**src/rtl/core/sts_pkg.sv**
```systemverilog
// sts_pkg: shared types and constants for the sorted table search block.
// Holds item kinds, controller states and the cell link and control structs.
// No dependencies.
`default_nettype none

package sts_pkg;

	localparam int VALUE_W             = 32;
	localparam int POS_W               = 6;
	localparam int FILL_W              = 7;
	localparam int DEFAULT_TABLE_DEPTH = 64;

	typedef enum logic [1:0] {
		KIND_LOAD   = 2'd0,
		KIND_SEARCH = 2'd1,
		KIND_CLEAR  = 2'd2
	} kind_t;

	typedef enum logic {
		ST_IDLE = 1'b0,
		ST_EVAL = 1'b1
	} state_t;

	// link from one cell to the next one up the chain
	typedef struct packed {
		logic                      ins;
		logic                      eq;
		logic signed [VALUE_W-1:0] entry;
	} cell_link_t;

	// per-cell control from the controller
	typedef struct packed {
		logic occupied;
		logic take;
	} cell_ctl_t;

endpackage : sts_pkg

`default_nettype wire

```
**src/rtl/core/sts_enc.sv**
```systemverilog
// sts_enc: one-hot to index encoder for the first matching cell.
// Depends on sts_pkg for the default depth.
`default_nettype none

module sts_enc #(
	parameter int DEPTH = sts_pkg::DEFAULT_TABLE_DEPTH
) (
	input  wire  [DEPTH-1:0]         hits,
	output logic [$clog2(DEPTH)-1:0] idx,
	output logic                     any
);
	import sts_pkg::*;

	localparam int IW = $clog2(DEPTH);

	always_comb begin
		idx = '0;
		for (int i = 0; i < DEPTH; i++) begin
			if (hits[i]) begin
				idx = idx | IW'(i);
			end
		end
		any = |hits;
	end

endmodule : sts_enc

`default_nettype wire

```
**config.mk**
```make
export PLATFORM = sky130hd
export DESIGN_NAME = sts_enc
export DESIGN_NICKNAME = d
export VERILOG_FILES = /design/src/rtl/core/sts_pkg.sv /design/src/rtl/core/sts_enc.sv
export SDC_FILE = /design/constraint.sdc
export NUM_CORES = 1
export LEC_CHECK = 0
export ABC_AREA = 1
export BUFFER_PORTS_ARGS = -buffer_cell sky130_fd_sc_hd__buf_4
export CAP_MARGIN = 40
export CELL_PAD_IN_SITES_DETAIL_PLACEMENT = 0
export CELL_PAD_IN_SITES_GLOBAL_PLACEMENT = 1
export CORE_MARGIN = 2
export CORE_UTILIZATION = 15
export DETAILED_ROUTE_END_ITERATION = 7
export PLACE_DENSITY_LB_ADDON = 0.1
export SETUP_SLACK_MARGIN = 0.1
export SYNTH_ARGS = -nofsm -noshare
export SYNTH_HDL_FRONTEND = slang
export SYNTH_SLANG_ARGS = --single-unit
export TNS_END_PERCENT = 50
```
**constraint.sdc**
```tcl
create_clock -name vclk -period 1.05
set_input_delay 0.21 -clock vclk [all_inputs]
set_output_delay 0.21 -clock vclk [all_outputs]
set_load 0.05 [all_outputs]
```
==> results.sh <==
export IMPL_status="finished with violations"
export IMPL_violations="negative setup slack"
export IMPL_report_final_slew_viol_count=0
export IMPL_die_area_mm2=0.003601
export IMPL_globalRouteTotalUtil_pct=15.08
export IMPL_cp_arrival_ns=1.07
export IMPL_min_delay_path_depth=6
export IMPL_hpwl_um=2389
export IMPL_hold_path_startpoint="hits[14]"
export IMPL_yosysUniqueCellTypes=8
export IMPL_setup_violations=7
export IMPL_nNetsFinal=283
export IMPL_path_class="in -> out"
export IMPL_design_area_mm2=0.001678
export IMPL_startpoint="hits[52]"
export IMPL_tightest_slew_ns=0.1245
export IMPL_die_h_um=60.01
export IMPL_grt_setup_unrepaired="yes"
export IMPL_maxCapViolations=0
export IMPL_dpl_cell_area_mm2=0.001384
export IMPL_hold_path_class="in -> out"
export IMPL_post_route_worst_setup_slack_ns=-0.2294
export IMPL_power_w=0.0004789
export IMPL_ff_latch_area_um2=0
export IMPL_drcViolationCount=0
export IMPL_grt_antenna_before_repair=0
export IMPL_portBuffers=71
export IMPL_holdPathEnd="idx[1]"
export IMPL_nClkBuffers=0
export IMPL_grt_pass1_wl_um=4333
export IMPL_yosysTopAreaCell="nor2_1"
export IMPL_yosysSeqAreaShare_pct=0
export IMPL_vias=1089
export IMPL_place_congestion=0.7855
export IMPL_yosysTopAreaCellShare_pct=51.06
export IMPL_core_mm2=0.003028
export IMPL_period_share_pct=121.8
export IMPL_drtPass1Iterations=4
export IMPL_antenna_cells=0
export IMPL_drive_gt1_share_pct=75.58
export IMPL_syn_area_per_cell_um2=4.200
export IMPL_stdcell_count=261
export IMPL_synth_cells=112
export IMPL_row_count=20
export IMPL_synth_fp_nets=176
export IMPL_vias_per_cell=4.172
export IMPL_peakVddDrop_uv=133.4
export IMPL_grt_overflow_total=0
export IMPL_crit_path_end_kind="output port"
export IMPL_syn_to_final_growth_pct=256.6
export IMPL_start_util_pct=15.54
export IMPL_nFillCells=314
export IMPL_cp_start_kind="input pin"
export IMPL_max_freq_mhz=781.6
export IMPL_drt_iter0_drc=18
export IMPL_place_inst=259
export IMPL_period_minus_slack_ns=1.279
export IMPL_syn_area_um2=470.5
export IMPL_finalWirelength_um=2770
export IMPL_final_common_cell="buf_4"
export IMPL_antenna_left=0
export IMPL_num_io_pins=71
export IMPL_leakagePower_nw=0.7176
export IMPL_dp_slack_ns=-0.3190
export IMPL_seq_cells=0
export IMPL_final_cell_mix="buf_4 (90), nor2_4 (32), nor2_1 (29)"
export IMPL_power_density_mw_per_mm2=285.4
export IMPL_slew_headroom_pct=91.65
export IMPL_grt_max_degree=4
export IMPL_yosys_warnings=0
export IMPL_routedWlPerCell_um=10.61
export IMPL_grt_pass1_vias=1098
export IMPL_hold_viol=0
export IMPL_yosys_top_cells_area="nor2_1 (51%), nand2_1 (20%), nand4_1 (13%), nor2_2 (9.3%), nand2_2 (2.7%)"
export IMPL_worstPathRequired_ns=0.84
export IMPL_die_x_um=60.01
export IMPL_path_max_fanout=2
export IMPL_multiInputGateArea_um2=763.2
per-stage QoR:
step           hold slack, ns  setup TNS [ns]  util [%]
2_1_floorplan          0.7536         -0.3937         -
3_3_place_gp           0.8847          -1.785     45.70
3_5_place_dp           0.8806          -1.756     45.70
4_1_cts                0.8726          -1.410     51.61
5_1_grt                0.9006          -1.715     55.41
6_report               0.8725          -1.371     55.41
cell type report:
cell class / instances / share of cell area [%]
Timing Repair Buffer: 105 / 50.78
Inverter: 2 / 0.4474
Multi-Input combinational cell: 110 / 45.49
Tap cell: 44 / 3.281
metal layers:
metal	vias to the layer above	part of all wire [%]	track usage [%]
li1	570	-	-
met1	485	40	19.05
met2	34	55	29.66
met3	0	4.8	0.4329
met4	0	0	0
met5	-	0	0
power breakdown:
part	switching [W]	leakage [nW]	total (W)	internal, W
Sequential	0	0	0	0
Combinational	0.000190	0.718	0.000479	0.000289
Clock	0	0	0	0
worst max-delay path, stage by stage:
cell     delay, ns
buf_4         0.12
nor2_4        0.11
nand2_4       0.07
nor2_4        0.12
nand2_2       0.08
nor2_4        0.15
nand2_4       0.06
buf_8         0.14
synth_stat cells:
master,number
nor2_2,7
nor3_1,1
nand4_1,10
nand2_2,2
nand3_1,1
nand2_1,25
nor2_1,64
inv_1,2
kinds of logic after synthesis:
kind of cell           count (synthesis)  synth area share, %
buffers and inverters                  2                1.596
and+or+nand+nor                      110                98.40
repair_timing:
| item | CTS | global route |
|---|---|---|
| setup buffers | 2 | 0 |
| pin swaps | 28 | 13 |
| setup endpoints to repair | 7 | 7 |
| cloned | 0 | 0 |
| resized for setup | 46 | 32 |
| hold buffers | 0 | 0 |
worst max-delay path by stage:
stage,end,cells past startpoint,slack (ns)
5_1_grt,any,8,-0.27
3_5_place_dp,idx[5],8,-0.32
6_report,any,8,-0.23
3_3_place_gp,idx[5],8,-0.31
2_1_floorplan,idx[3],4,-0.13
4_1_cts,any,8,-0.23
Note: power is estimated with default switching activity, not from simulation.
