$ cat config.mk
export PLATFORM = sky130hd
export DESIGN_NAME = sts_cell
export DESIGN_NICKNAME = d
export VERILOG_FILES = /design/src/rtl/core/sts_pkg.sv /design/src/rtl/core/sts_cell.sv
export SDC_FILE = /design/constraint.sdc
export NUM_CORES = 1
export LEC_CHECK = 0
export BUFFER_PORTS_ARGS = -buffer_cell sky130_fd_sc_hd__buf_2
export CAP_MARGIN = 25
export CORE_MARGIN = 1
export CORE_UTILIZATION = 48
export CTS_BUF_LIST = sky130_fd_sc_hd__clkbuf_8
export DETAILED_ROUTE_END_ITERATION = 10
export PLACE_DENSITY = 0.88
export SYNTH_ARGS = -nofsm -noshare
export SYNTH_HDL_FRONTEND = slang
export SYNTH_SLANG_ARGS = --single-unit
export TNS_END_PERCENT = 50
$ cat constraint.sdc
create_clock -name clk -period 4.8 [get_ports clk]
set_clock_uncertainty 0.2 [all_clocks]
set_input_delay 0.72 -clock clk [delete_from_list [all_inputs] [get_ports clk]]
set_output_delay 0.72 -clock clk [all_outputs]
set_load 0.005 [all_outputs]
$ cat src/rtl/core/sts_pkg.sv
// sts_pkg: shared types and constants for the sorted table search block.
// Holds item kinds, controller states and the cell link and control structs.
// No dependencies.
`default_nettype none

package sts_pkg;

	localparam int VALUE_W             = 32;
	localparam int POS_W               = 6;
	localparam int FILL_W              = 7;
	localparam int DEFAULT_TABLE_DEPTH = 64;

	typedef enum logic [1:0] {
		KIND_LOAD   = 2'd0,
		KIND_SEARCH = 2'd1,
		KIND_CLEAR  = 2'd2
	} kind_t;

	typedef enum logic {
		ST_IDLE = 1'b0,
		ST_EVAL = 1'b1
	} state_t;

	// link from one cell to the next one up the chain
	typedef struct packed {
		logic                      ins;
		logic                      eq;
		logic signed [VALUE_W-1:0] entry;
	} cell_link_t;

	// per-cell control from the controller
	typedef struct packed {
		logic occupied;
		logic take;
	} cell_ctl_t;

endpackage : sts_pkg

`default_nettype wire

$ cat src/rtl/core/sts_cell.sv
// sts_cell: one table entry with its compare logic and shift-insert mux.
// Depends on sts_pkg for the link and control structs.
`default_nettype none

module sts_cell (
	input  wire                              clk,
	input  wire sts_pkg::cell_ctl_t          ctl,
	input  wire signed [sts_pkg::VALUE_W-1:0] key,
	input  wire sts_pkg::cell_link_t         prev,
	output sts_pkg::cell_link_t              link,
	output logic                             first
);
	import sts_pkg::*;

	logic signed [VALUE_W-1:0] entry_q;

	// insertion point is at or below this cell once the entry is above the key
	always_comb begin
		link.entry = entry_q;
		link.ins   = !ctl.occupied || (entry_q > key);
		link.eq    = ctl.occupied && (entry_q == key);
		first      = link.eq && !prev.eq;
	end

	// shift the lower neighbor up, or drop the key in at the insertion point; hold below it
	always_ff @(posedge clk) begin
		if (ctl.take && link.ins) begin
			entry_q <= prev.ins ? prev.entry : key;
		end
	end

endmodule : sts_cell

`default_nettype wire

==> results.sh <==
export IMPL_synth_yosys_seq_area_share_pct=44.9
export IMPL_hp_start="prev[30]"
export IMPL_power_density_mw_per_mm2=271
export IMPL_cpMaxStageDelayCell="mux2i_1"
export IMPL_end_kind="primary output"
export IMPL_cts_buffers_inserted=5
export IMPL_cp_cell_sequence="buf_2, inv_1, ha_1, nand4_2, nor3_1, o21ai_0, o211ai_1, mux2i_1, nor2_1, buf_2"
export IMPL_vdd_drop_max_v=0.000153
export IMPL_finalHoldViolations=0
export IMPL_numPortBuffers=103
export IMPL_postLayoutCellArea_mm2=0.00278
export IMPL_nNetsFinal=431
export IMPL_synth_cells=227
export IMPL_vias=1881
export IMPL_cts_root_buf="clkbuf_8"
export IMPL_path_class="primary input to primary output"
export IMPL_post_drt_via_cell_ratio=4.94
export IMPL_dpl_cell_area_mm2=0.00270
export IMPL_yosys_top_cells_count="40 x nand2_1, 34 x inv_1, 33 x o21ai_0"
export IMPL_grt_ovfl_total=0
export IMPL_ioPinCount=104
export IMPL_grt_pass1_wl_um=7760
export IMPL_avgSynthCellArea_um2=9.42
export IMPL_tns_ps=0
export IMPL_cts_max_path_buffers=2
export IMPL_required_ps=3880
export IMPL_maxCapViolCount=0
export IMPL_grt_pass1_vias=1711
export IMPL_max_slew_margin_rel_pct=40.6
export IMPL_critPathArrivalTime_ps=2420
export IMPL_max_stage_delay_ps=360
export IMPL_routed_wl_um=4890
export IMPL_initialDrtViolationCount=103
export IMPL_final_max_slew_violation_count=0
export IMPL_synth_ff_type="edfxtp_1"
export IMPL_rsz0062_at_grt="false"
export IMPL_cts_hold_buf=0
export IMPL_setup_viol=0
export IMPL_cts_tree="done"
export IMPL_rows=23
export IMPL_crit_fanout=4
export IMPL_status="complete, no violations"
export IMPL_layout_drive_gt1_share_pct=34.4
export IMPL_synth_edf_count=32
export IMPL_syn_area_mm2=0.00214
export IMPL_reg_largest_list="entry_q: 32 flops"
export IMPL_coreArea_mm2=0.00414
export IMPL_htreeDepth=2
export IMPL_timing_fmax_ghz=0.299
export IMPL_tightest_slew_ps=891
export IMPL_regToRegSetupSlack_ps=1810
export IMPL_post_cts_buffers=0
export IMPL_cts_resized=0
export IMPL_min_path_cells=3
export IMPL_place_congestion=0.808
export IMPL_synth_top_cell_area_share_pct=44.9
export IMPL_wl_per_cell_um=12.8
export IMPL_syn_to_final_growth_pct=29.9
export IMPL_yosysMostFrequentCell="nand2_1"
export IMPL_remaining_drc_errors=0
export IMPL_grt_max_degree=64
export IMPL_crit_start="key[31]"
export IMPL_clk_latency_ps=280
export IMPL_postRouteAntennaNets=0
export IMPL_finalCriticalPeriod_ps=3340
export IMPL_diodes=0
export IMPL_die_height_um=68.7
export IMPL_die_x_um=68.7
export IMPL_floorplan_initialDensity_pct=51.6
export IMPL_ys_ff_latch=32
export IMPL_grt_usage_pct=22.8
export IMPL_worst_r2r_path_depth=7
export IMPL_min_path_type="primary input to flop"
export IMPL_post_route_period_util_pct=69.6
export IMPL_pre_cts_ws_ps=1350
export IMPL_ys_types=25
export IMPL_die_area_mm2=0.00473
export IMPL_path_common_cell="buf_2"
export IMPL_r2r_start="entry_q[13]"
export IMPL_first_pass_iters=4
export IMPL_clock_sinks=32
export IMPL_async_flop_share_pct=0
export IMPL_largest_reg_flops=32
export IMPL_grt_antenna_before_repair=0
export IMPL_hold_path_end="entry_q[30]"
export IMPL_rr_endpoint="entry_q[31]"
export IMPL_finalWorstSetupSlack_ps=1460
export IMPL_p_leak_nw=1.43
export IMPL_top_register="entry_q"
export IMPL_yosysTopAreaCell="edfxtp_1"
export IMPL_cp_start_kind="primary input"
export IMPL_ys_top_cells_by_area="edfxtp_1 45%, ha_1 19%, o21ai_0 7.7%, nand2_1 7.0%, inv_1 6.0%"
export IMPL_p_total_mw=0.753
export IMPL_dp_hpwl_um=3920
export IMPL_synth_fp_nets=328
export IMPL_ys_warnings_count=0
export IMPL_clk_pin_slew_worst_paths_ps=70
-- layer usage --
metal / vias to the layer above / global-route usage (%) / share of wire, %
met5: - / 0 / 0
met4: 0 / 7.65 / 1.3
met3: 6 / 4.77 / 3.9
met2: 46 / 38.5 / 50
met1: 830 / 28.9 / 44
li1: 999 / - / -
-- power breakdown --
group          leakage (nW)  switching, mW  internal (mW)
logic                  1.08          0.107         0.0878
registers             0.308         0.0159          0.349
clock network        0.0482         0.0964         0.0965
total                  1.43          0.220          0.534
-- critical path, delay by kind of cell --
family	cells	cell delay, ps
and+or+nand+nor	3	450
muxes	1	360
adders and majority gates	1	350
buffers and inverters	3	270
AOI/OAI and AO/OA	2	270
-- area by class of cell --
cell class / count / area (um2)
well taps: 50 / 62.6
repair buffers: 103 / 515
inverters: 34 / 128
flip-flops and latches: 32 / 961
clock buffers: 5 / 68.8
fillers: 363 / 1370
clock inverters: 3 / 11.3
multi-input cells: 154 / 1030
-- worst max path at each step --
stage / to / cells after the start
5_1_grt: link[33] / 10
6_report: link[33] / 10
2_1_floorplan: entry_q[0] / 8
3_3_place_gp: entry_q[26] / 9
4_1_cts: link[33] / 10
3_5_place_dp: entry_q[10] / 9
-- stage by stage --
step / utilization, % / hold slack [ps] / cells
floorplan: - / 707 / 227
global placement: 65.1 / 796 / 373
detailed placement: 65.1 / 799 / 373
CTS: 67.0 / 506 / 381
global route: 67.0 / 519 / 381
finish: 67.0 / 509 / 381
-- logic make-up after synthesis --
family                     Yosys count  synth area share [%]
muxes                                2                 0.995
buffers and inverters               41                  7.20
adders and majority gates           32                  18.7
DFF                                 32                  44.9
and+or+nand+nor                     66                  14.5
AOI/OAI and AO/OA                   54                  13.7
-- placed cells by master (no fill, tap or decap), drive strengths merged, types with 4 or more instances in the layout --
cell	synthesis	routed
o21ai	35	35
a21oi	10	10
nor2	8	8
buf	0	103
nand2	40	40
edfxtp	32	32
nand4	6	6
clkbuf	7	5
ha	32	32
nand3	4	4
inv	34	36
No activity file was read; power rests on OpenSTA's default activity.
